**src/hdl/mx3_pkg.sv**
```systemverilog
// Package for the 3x3 matrix arithmetic unit.
// Holds opcodes, status codes, state and select types and the command and status structs.
// No dependencies.
`timescale 1ns / 1ps
`default_nettype none

package mx3_pkg;

    localparam int ACC_W = 100;

    localparam logic [3:0] OP_LOAD_A = 4'd0;
    localparam logic [3:0] OP_LOAD_B = 4'd1;
    localparam logic [3:0] OP_ADD    = 4'd2;
    localparam logic [3:0] OP_SUB    = 4'd3;
    localparam logic [3:0] OP_MUL    = 4'd4;
    localparam logic [3:0] OP_SCALE  = 4'd5;
    localparam logic [3:0] OP_DIV    = 4'd6;
    localparam logic [3:0] OP_DET    = 4'd7;
    localparam logic [3:0] OP_INV    = 4'd8;

    localparam logic [3:0] LAST_ELEM = 4'd8;

    typedef enum logic [1:0] {
        ST_OK   = 2'd0,
        ST_SING = 2'd1,
        ST_DIV0 = 2'd2,
        ST_SAT  = 2'd3
    } t_status;

    typedef enum logic [1:0] {
        X_A   = 2'd0,
        X_TLO = 2'd1,
        X_THI = 2'd2,
        X_ONE = 2'd3
    } t_xsel;

    typedef enum logic [1:0] {
        Y_A   = 2'd0,
        Y_B   = 2'd1,
        Y_S   = 2'd2,
        Y_ONE = 2'd3
    } t_ysel;

    typedef enum logic [1:0] {
        O_ACC0  = 2'd0,
        O_ACCF  = 2'd1,
        O_ACC2F = 2'd2,
        O_DIV   = 2'd3
    } t_osel;

    typedef enum logic [4:0] {
        S_IDLE,
        S_CHECK,
        S_DCLR,
        S_DTRD,
        S_DTMUL,
        S_DTLD,
        S_DLMUL,
        S_DLACC,
        S_DHMUL,
        S_DHACC,
        S_DEND,
        S_SING,
        S_ECLR,
        S_ERD,
        S_EMUL,
        S_EACC,
        S_DIVGO,
        S_DIVW,
        S_EMIT,
        S_ERR
    } t_state;

    typedef struct packed {
        logic       wr_a;
        logic       wr_b;
        logic [3:0] wr_idx;
        logic       scal_load;
        logic [3:0] ix;
        logic [3:0] iy;
        t_xsel      xsel;
        t_ysel      ysel;
        logic       acc_clr;
        logic       acc_en;
        logic       acc_neg;
        logic       acc_sh32;
        logic       t_load;
        logic       d_load;
        logic       div_start;
        logic       div_inv;
        logic       out_load;
        t_osel      osel;
        logic [3:0] out_idx;
        logic       out_last;
        logic       out_force;
        t_status    force_st;
    } t_dp_cmd;

    typedef struct packed {
        logic out_free;
        logic div_done;
        logic scal_zero;
        logic singular;
    } t_dp_stat;

endpackage

`default_nettype wire

```
**src/hdl/mx3_ctrl.sv**
```systemverilog
// Controller state machine that sequences loads, products, accumulation and division.
// Depends on mx3_pkg.
`timescale 1ns / 1ps
`default_nettype none

module mx3_ctrl
    import mx3_pkg::*;
(
    input  logic       i_clk,
    input  logic       i_rst_n,
    input  logic       i_in_valid,
    output logic       o_in_ready,
    input  logic [3:0] i_op,
    input  logic [3:0] i_elem_index,
    input  t_dp_stat   i_stat,
    output t_dp_cmd    o_cmd
);

    localparam logic [3:0] COF_TAB [0:8][0:3] = '{
        '{4'd4, 4'd8, 4'd5, 4'd7}, '{4'd2, 4'd7, 4'd1, 4'd8}, '{4'd1, 4'd5, 4'd2, 4'd4},
        '{4'd5, 4'd6, 4'd3, 4'd8}, '{4'd0, 4'd8, 4'd2, 4'd6}, '{4'd2, 4'd3, 4'd0, 4'd5},
        '{4'd3, 4'd7, 4'd4, 4'd6}, '{4'd1, 4'd6, 4'd0, 4'd7}, '{4'd0, 4'd4, 4'd1, 4'd3}
    };

    t_state     r_state, n_state;
    logic [3:0] r_op, n_op;
    logic [3:0] r_i, n_i;
    logic [1:0] r_k, n_k;
    logic [1:0] r_j, n_j;
    logic       r_h, n_h;

    logic [3:0] w_drow;
    logic       w_last_k;
    logic       w_last_e;

    function automatic logic [3:0] row_base(input logic [3:0] idx);
        case (idx) inside
            4'd0, 4'd1, 4'd2: return 4'd0;
            4'd3, 4'd4, 4'd5: return 4'd3;
            default:          return 4'd6;
        endcase
    endfunction

    always_ff @(posedge i_clk) begin
        if (!i_rst_n) begin
            r_state <= S_IDLE;
            r_op    <= OP_LOAD_A;
            r_i     <= '0;
            r_k     <= '0;
            r_j     <= '0;
            r_h     <= 1'b0;
        end else begin
            r_state <= n_state;
            r_op    <= n_op;
            r_i     <= n_i;
            r_k     <= n_k;
            r_j     <= n_j;
            r_h     <= n_h;
        end
    end

    assign w_drow   = 4'({2'b00, r_j} * 4'd3);
    assign w_last_e = (r_op == OP_DET) || (r_i == LAST_ELEM);

    always_comb begin
        unique case (r_op)
            OP_MUL:                 w_last_k = (r_k == 2'd2);
            OP_ADD, OP_SUB, OP_INV: w_last_k = (r_k == 2'd1);
            default:                w_last_k = (r_k == 2'd0);
        endcase
    end

    always_comb begin
        n_state    = r_state;
        n_op       = r_op;
        n_i        = r_i;
        n_k        = r_k;
        n_j        = r_j;
        n_h        = r_h;
        o_in_ready = 1'b0;
        o_cmd      = '0;
        o_cmd.wr_idx   = i_elem_index;
        o_cmd.div_inv  = (r_op == OP_INV);
        o_cmd.out_idx  = r_i;
        o_cmd.out_last = w_last_e;
        o_cmd.force_st = (r_op == OP_DIV) ? ST_DIV0 : ST_SING;
        unique case (r_op)
            OP_ADD, OP_SUB:   o_cmd.osel = O_ACC0;
            OP_MUL, OP_SCALE: o_cmd.osel = O_ACCF;
            OP_DET:           o_cmd.osel = O_ACC2F;
            default:          o_cmd.osel = O_DIV;
        endcase

        unique case (r_state)
            S_IDLE: begin
                o_in_ready = 1'b1;
                if (i_in_valid) begin
                    o_cmd.scal_load = 1'b1;
                    o_cmd.wr_a = (i_op == OP_LOAD_A) && (i_elem_index <= LAST_ELEM);
                    o_cmd.wr_b = (i_op == OP_LOAD_B) && (i_elem_index <= LAST_ELEM);
                    n_op = i_op;
                    if (i_op >= OP_ADD && i_op <= OP_INV) begin
                        n_state = S_CHECK;
                    end
                end
            end
            S_CHECK: begin
                n_i = '0;
                n_k = '0;
                n_j = '0;
                n_h = 1'b0;
                if (r_op == OP_DIV && i_stat.scal_zero) begin
                    n_state = S_ERR;
                end else if (r_op == OP_DET || r_op == OP_INV) begin
                    n_state = S_DCLR;
                end else begin
                    n_state = S_ECLR;
                end
            end
            S_DCLR: begin
                o_cmd.acc_clr = 1'b1;
                n_state = S_DTRD;
            end
            S_DTRD: begin
                o_cmd.ix = COF_TAB[w_drow][{r_h, 1'b0}];
                o_cmd.iy = COF_TAB[w_drow][{r_h, 1'b1}];
                n_state = S_DTMUL;
            end
            S_DTMUL: begin
                o_cmd.xsel = X_A;
                o_cmd.ysel = Y_A;
                o_cmd.iy   = {2'b00, r_j};
                n_state = S_DTLD;
            end
            S_DTLD: begin
                o_cmd.t_load = 1'b1;
                o_cmd.iy     = {2'b00, r_j};
                n_state = S_DLMUL;
            end
            S_DLMUL: begin
                o_cmd.xsel = X_TLO;
                o_cmd.ysel = Y_A;
                o_cmd.iy   = {2'b00, r_j};
                n_state = S_DLACC;
            end
            S_DLACC: begin
                o_cmd.acc_en  = 1'b1;
                o_cmd.acc_neg = r_h;
                o_cmd.iy      = {2'b00, r_j};
                n_state = S_DHMUL;
            end
            S_DHMUL: begin
                o_cmd.xsel = X_THI;
                o_cmd.ysel = Y_A;
                n_state = S_DHACC;
            end
            S_DHACC: begin
                o_cmd.acc_en   = 1'b1;
                o_cmd.acc_neg  = r_h;
                o_cmd.acc_sh32 = 1'b1;
                if (!r_h) begin
                    n_h = 1'b1;
                    n_state = S_DTRD;
                end else begin
                    n_h = 1'b0;
                    if (r_j == 2'd2) begin
                        n_state = S_DEND;
                    end else begin
                        n_j = r_j + 2'd1;
                        n_state = S_DTRD;
                    end
                end
            end
            S_DEND: begin
                if (r_op == OP_DET) begin
                    n_state = S_EMIT;
                end else begin
                    o_cmd.d_load = 1'b1;
                    n_state = S_SING;
                end
            end
            S_SING: begin
                n_state = i_stat.singular ? S_ERR : S_ECLR;
            end
            S_ECLR: begin
                o_cmd.acc_clr = 1'b1;
                n_k = '0;
                n_state = S_ERD;
            end
            S_ERD: begin
                unique case (r_op)
                    OP_MUL: begin
                        o_cmd.ix = row_base(r_i) + {2'b00, r_k};
                        o_cmd.iy = 4'({2'b00, r_k} * 4'd3) + (r_i - row_base(r_i));
                    end
                    OP_INV: begin
                        o_cmd.ix = COF_TAB[r_i][{r_k[0], 1'b0}];
                        o_cmd.iy = COF_TAB[r_i][{r_k[0], 1'b1}];
                    end
                    default: begin
                        o_cmd.ix = r_i;
                        o_cmd.iy = r_i;
                    end
                endcase
                n_state = S_EMUL;
            end
            S_EMUL: begin
                unique case (r_op)
                    OP_ADD, OP_SUB: begin
                        o_cmd.xsel = (r_k == 2'd0) ? X_A : X_ONE;
                        o_cmd.ysel = (r_k == 2'd0) ? Y_ONE : Y_B;
                    end
                    OP_MUL: begin
                        o_cmd.xsel = X_A;
                        o_cmd.ysel = Y_B;
                    end
                    OP_SCALE: begin
                        o_cmd.xsel = X_A;
                        o_cmd.ysel = Y_S;
                    end
                    OP_INV: begin
                        o_cmd.xsel = X_A;
                        o_cmd.ysel = Y_A;
                    end
                    default: begin
                        o_cmd.xsel = X_A;
                        o_cmd.ysel = Y_ONE;
                    end
                endcase
                n_state = S_EACC;
            end
            S_EACC: begin
                o_cmd.acc_en  = 1'b1;
                o_cmd.acc_neg = (r_op == OP_SUB || r_op == OP_INV) && (r_k == 2'd1);
                if (w_last_k) begin
                    n_state = (r_op == OP_DIV || r_op == OP_INV) ? S_DIVGO : S_EMIT;
                end else begin
                    n_k = r_k + 2'd1;
                    n_state = S_ERD;
                end
            end
            S_DIVGO: begin
                o_cmd.div_start = 1'b1;
                n_state = S_DIVW;
            end
            S_DIVW: begin
                if (i_stat.div_done) begin
                    n_state = S_EMIT;
                end
            end
            S_EMIT: begin
                if (i_stat.out_free) begin
                    o_cmd.out_load = 1'b1;
                    if (w_last_e) begin
                        n_state = S_IDLE;
                    end else begin
                        n_i = r_i + 4'd1;
                        n_state = S_ECLR;
                    end
                end
            end
            S_ERR: begin
                o_cmd.out_idx   = '0;
                o_cmd.out_last  = 1'b1;
                o_cmd.out_force = 1'b1;
                if (i_stat.out_free) begin
                    o_cmd.out_load = 1'b1;
                    n_state = S_IDLE;
                end
            end
            default: begin
                n_state = S_IDLE;
            end
        endcase
    end

endmodule

`default_nettype wire

```
**config.mk**
```make
export PLATFORM = sky130hd
export DESIGN_NAME = mx3_ctrl
export DESIGN_NICKNAME = d
export VERILOG_FILES = /design/src/hdl/mx3_pkg.sv /design/src/hdl/mx3_ctrl.sv
export SDC_FILE = /design/constraint.sdc
export NUM_CORES = 1
export LEC_CHECK = 0
export BUFFER_PORTS_ARGS = -buffer_cell sky130_fd_sc_hd__buf_2
export CAP_MARGIN = 40
export CORE_UTILIZATION = 40
export DETAILED_ROUTE_END_ITERATION = 7
export PLACE_DENSITY_LB_ADDON = 0.3
export SLEW_MARGIN = 15
export SYNTH_ARGS = -nofsm -noshare
export SYNTH_HDL_FRONTEND = slang
export SYNTH_SLANG_ARGS = --single-unit
```
**constraint.sdc**
```tcl
create_clock -name i_clk -period 8.3 [get_ports i_clk]
set_clock_uncertainty 0.1 [all_clocks]
set_input_delay 0.83 -clock i_clk [delete_from_list [all_inputs] [get_ports i_clk]]
set_output_delay 0.83 -clock i_clk [all_outputs]
set_load 0.1 [all_outputs]
```
Word level (Yosys, flattened, before mapping)
Memory sizes are Yosys's and may differ from the RTL's.
Index checks and enable logic that the tools add are counted.

word-level totals
  output and inout port bits = 39
  register bits = 18
  memory bits (writable) = 0
  word-level logic and storage cells = 177
  bits in read-only memories = 512
  input bits = 15
  memories = 2
  bits in latches = 0

memories
  memory           depth  bits a word  read ports  clocked after memory_dff  wr ports  line             source
  (no name shown)  16     16           1           0                         0         mx3_ctrl.sv:198  o_cmd.iy = COF_TAB[r_i][{r_k[0], 1'b1}];
  (no name shown)  16     16           1           0                         0         mx3_ctrl.sv:126  o_cmd.iy = COF_TAB[w_drow][{r_h, 1'b1}];

operators by class
  muxes and demuxes = 70
  $mul = 2
  shifts and indexed selects = 0
  equal/unequal tests = 45
  div/mod/pow operators = 0
  reduce and logical (&&, ||, !) cells = 31
  bitwise logic cells = 6
  magnitude comparators = 9
  add/subtract/negate cells = 6

operator list
  operator              number
  $pmux W5 S20          1
  $mux W16              4
  $mux W4               15
  $mux W5               10
  $eq A5 B4 Y1 const B  8
  $bmux W4 S2           4
  $eq A4 B3 Y1 const B  6
  $pmux W4 S3           2
  $eq A5 B3 Y1 const B  4
  $eq A5 B5 Y1 const B  4
  $mux W2               9
  $ne A2 B2 Y1 const B  9
  $eq A4 B2 Y1 const B  4
  $pmux W4 S2           2
  $pmux W4 S4           1
  $pmux W8 S2           1
  $ge A3 B3 Y1 const B  4
  $mux W1               12
  $not A2 Y3            4
  $pmux W2 S2           3
  $reduce_or A2 Y1      6
  $eq A5 B2 Y1 const B  2
  $ge A5 B5 Y1 const B  2
  $not A4 Y5            2
  28 further kinds      50

Depth between registers and ports, before layout
  word-level depth = 10
  mapped depth = 15
  gate-level depth less buffers = 15

Least setup slack after synthesis
OpenSTA, ideal clock, no wires.

  path kind = register -> output
  start = register r_i[0]
  end = output port o_cmd[26] in the netlist's numbering
  data required time = 7.370 ns
  stages on the path, launching flop included = 16
  buffers on the path = 0
  setup slack = 1.754 ns
  data arrival time = 5.616 ns
  cell sequence = dfxtp_1 inv_1 ha_1 nor3_1 nor2_1 fa_1 inv_1 fa_1 inv_1 ha_1 fa_1 xor2_1 xnor2_1 o22ai_1 nor2_1 o32ai_1

RTL lines
  what                    line            source
  from (decl)             mx3_ctrl.sv:27  logic [3:0] r_i, n_i;
  from (signal assigned)  mx3_ctrl.sv:55  r_i <= n_i;
  to (decl)               mx3_ctrl.sv:16  output t_dp_cmd o_cmd

==> results.md <==
* CP Data Arrival Time at about 4.7 ns
* Layout overhead on the synthesized area at 11.2%
* Core outline area at about 6000 µm²
* Max-slew headroom at 47.9%
* Slew Viols, Final at 0
* Placer Congestion at around 0.88
* Overall via count from detail_route at 2,759
* Ranking of synthesized cells by area: sky130_fd_sc_hd__dfxtp_1 14%, sky130_fd_sc_hd__ha_1 10%, sky130_fd_sc_hd__nor2_1 5.6%
* Required time worst endpoint at 7.37 ns
* Count of inserted antenna diode cells at 0
* Grt total ovfl at 0
* Vias in the first global route at between 2,000 and 2,500
* Nets in the synthesized netlist at a little under 400
* Detailed placer's ending HPWL at 5.41 mm
* Highest-delay cell along the critical path: sky130_fd_sc_hd__dfxtp_1
* Number of synthesized register bits at 18
* Final hold violation count at 0
* Endpoint of the worst hold path: r_j[1]
* Cell accounting for the most synthesized area: sky130_fd_sc_hd__dfxtp_1
* Gate count after technology mapping at 354
* Count of routing violations after the opening detailed-route iteration at 217
* Summed instance area of the synthesized netlist at between 2000 and 3000 µm²
* Worst min path class: flop to flop
* Chip Height at 81.6 µm
* Max frequency at 0.177 GHz
* CTS clk-pin slew, worst paths at 0.07 ns
* Capturing point of the worst reg2reg path: r_k[1]
* Detailed-route wire length at 7.28 mm
* Clock power share at about a quarter
* Final critical-path required period at about 5.7 ns
* Deepest level of the CTS H-tree at 1
* Fill cell count at approximately 630
* Run status: completed
* Fraction of post-synthesis cell area in the top cell type by area at between 10% and 20%
* Launch instance of the worst register-to-register path: r_op[3]
* Sw Share at 47.9%
* Num CTS Buffers at 3
* Max-cap viol count at 0
* Kind of cell with the highest combined delay on the critical path: adder cells
* GRT Total Usage at between 20% and 30%
* 1st-pass router iterations at 6
* Total chip power at between 0.3 and 0.4 mW
* Slew at the pin with the worst max-slew slack at 0.780 ns
* Share of total power in sequential cells at 33.8%
* Port Buffers at 53
* Ys flop type: sky130_fd_sc_hd__dfxtp_1
* Largest fanout of any net on the critical path at 10
* Type of the worst setup path: flop to output port
* Root buf cell: sky130_fd_sc_hd__clkbuf_8
* Most used standard cell by instance count after synthesis: sky130_fd_sc_hd__nor2_1
* Share of the yosys chip area belonging to registers at 14.2%
* Floorplan die area at roughly 6700 µm²
* Post-synth EDFFs at 0
* Setup violators final at 0
* Number of placement rows at 28
* DR DRC count at 0
* Fin Setup TNS at 0 ns
* Pin count of the biggest net entering global routing at 27
* Insertion delay to the later sink of the worst-skew pair at 0.27 ns
* Type of origin of the critical path: flop
* Pre-CTS setup slack at roughly 2.9 ns
* Worst-case reg-to-reg path depth at 5
* WL per Instance at 16.0 µm
* Post-CTS Resized at 0
* Switching power of the nets at ~0.16 mW
* Longest individual stage delay on the worst path at 0.51 ns
* Number of placed cells counting well taps at between 400 and 500
* Final worst-path setup slack at 2.64 ns
* Max VDD drop at ~110 µV
* Starting utilization of the core area at approximately 42%
* Net total in the final layout at 423
* Setup repair after global routing missed its margin: false
* Async set-or-reset flop fraction in the synthesized netlist at 0%
* Number of buffers inserted to repair setup after CTS at 0
* Part of the total power dissipated in combinational logic at 42.5%
* Non-filler cells in the finished layout at between 400 and 500
* CP cell instances: inv_1 -> ha_1 -> nor3_1 -> nor2_1 -> fa_1 -> inv_1 -> fa_1 -> inv_1 -> ha_1 -> fa_1 -> xor2_1 -> xnor2_1 -> o22ai_1 -> nor2_1 -> o32ai_1 -> buf_2
* Int Pwr at roughly 0.17 mW
* Clock tree buffer depth at 2
* Hold Path Cell Cnt at 2
* Number of warnings printed during yosys synthesis at 0
* TritonCTS Sinks at 18
* Worst hold path startpoint: r_j[1]
* TritonCTS clock tree: built
* Share of layout cells above drive strength 1 at 16.8%
* Antenna violations before repair at 0
* Antenna Violating Nets Remaining at 0
* Most frequent cells after synthesis: 38 x sky130_fd_sc_hd__nor2_1, 27 x sky130_fd_sc_hd__inv_1, 26 x sky130_fd_sc_hd__a21oi_1, 22 x sky130_fd_sc_hd__nand2_1
* Final clock period utilization by the worst path at approximately two thirds
* DIE WIDTH at roughly 82 µm
* Post-synthesis average cell area at ~7.2 µm²
* Leakage Power at between 1 and 1.5 nW
* Cell Pwr Density at between 100 and 150 nW/µm²
* Per-cell via count in the routed design at roughly 6.1
* Reg2Reg Setup Slack at about 5.9 ns
* Io pins at 54
* Post-synthesis cell type count at 62
* Global-route wire length before repair at roughly 11 mm
* CP Capture Type: output port
* Combined buffer and inverter count along the critical path at 4
* Cts hold-fix bufs at 0
[area by class of cell]
| class | count | area [µm²] | area share, % |
|---|---|---|---|
| Sequential cell | 18 | 360 | 12.8 |
| Tap cell | 75 | 93.8 | 3.33 |
| Clock buffer | 4 | 55.1 | 1.96 |
| Timing Repair Buffer | 53 | 265 | 9.42 |
| Multi-Input combinational cell | 279 | 1940 | 68.9 |
| Inverter | 27 | 101 | 3.60 |
[layout by cell type, fill, tap and decap left out, types with 4 or more instances in the layout]
cell type,instances
sky130_fd_sc_hd__fa_1,5
sky130_fd_sc_hd__o22ai_1,7
sky130_fd_sc_hd__a21oi_1,26
sky130_fd_sc_hd__nor2b_1,9
sky130_fd_sc_hd__buf_2,53
sky130_fd_sc_hd__xnor2_1,4
sky130_fd_sc_hd__nor3_1,10
sky130_fd_sc_hd__o211ai_1,4
sky130_fd_sc_hd__ha_1,21
sky130_fd_sc_hd__dfxtp_1,18
sky130_fd_sc_hd__nand3_1,13
sky130_fd_sc_hd__a22oi_1,4
sky130_fd_sc_hd__o21ai_0,12
sky130_fd_sc_hd__inv_1,27
sky130_fd_sc_hd__and3_1,7
sky130_fd_sc_hd__nand2_1,22
sky130_fd_sc_hd__a221oi_1,4
sky130_fd_sc_hd__nor2_1,38
sky130_fd_sc_hd__and2_1,9
sky130_fd_sc_hd__clkbuf_8,4
sky130_fd_sc_hd__mux2i_1,9
sky130_fd_sc_hd__a211oi_1,6
sky130_fd_sc_hd__nand2b_1,5
sky130_fd_sc_hd__nor3b_1,5
[registers in the layout (all words and copies together) (netlist names)]
| signal | flops |
|---|---|
| r_state | 5 |
| r_i | 4 |
| r_op | 4 |
| r_j | 2 |
| r_k | 2 |
| r_h | 1 |
[power by group through the flow]
stage / Clock (mW) / Combinational (mW) / Sequential (mW)
3_3_place_gp: 0 / 0.137 / 0.112
6_report: 0.0772 / 0.139 / 0.110
2_1_floorplan: 0 / 0.130 / 0.0950
5_1_grt: 0.0823 / 0.147 / 0.112
4_1_cts: 0.0781 / 0.137 / 0.109
3_5_place_dp: 0 / 0.137 / 0.111
[how the worst max path moves through the flow]
stage            from        end  slack, ns  cells after the start
4_1_cts        r_i[0]  o_cmd[26]       2.64                     16
3_5_place_dp   r_i[1]  o_cmd[26]       2.93                     16
3_3_place_gp   r_i[1]  o_cmd[26]       3.15                     16
5_1_grt        r_i[1]  o_cmd[26]       2.34                     16
6_report       r_i[1]  o_cmd[26]       2.64                     16
2_1_floorplan  r_i[0]  o_cmd[26]       1.75                     15
[cells by family after synthesis]
| family | count (synthesis) | synth area share [%] |
|---|---|---|
| buffers and inverters | 57 | 9.15 |
| and+or+nand+nor | 139 | 29.1 |
| xor gates and xnor gates | 5 | 1.73 |
| AOI/OAI and AO/OA | 99 | 27.0 |
| DFF | 18 | 14.2 |
| adders and majority gates | 26 | 14.3 |
| muxes | 10 | 4.45 |
[worst register-to-register path, delay by kind of cell (launching register included)]
kind               cells  cell delay (ns)
AOI/OAI and AO/OA      4             0.89
and+or+nand+nor        1             0.72
DFF                    1             0.64
[layer usage]
metal  GRT usage [%]  routed length (µm)
met1            30.9                3280
met3            2.78                 656
met2            34.9                3210
met5               0                   0
met4            5.89                 124
[through the flow]
step | hold WS (ns) | cell area [µm²] | utilization, %
2_1_floorplan | 0.406 | 2530 | -
3_3_place_gp | 0.441 | 2760 | 45.8
5_1_grt | 0.487 | 2820 | 46.7
4_1_cts | 0.449 | 2820 | 46.7
6_report | 0.452 | 2820 | 46.7
3_5_place_dp | 0.439 | 2760 | 45.8
(Power assumes the default switching activity.)
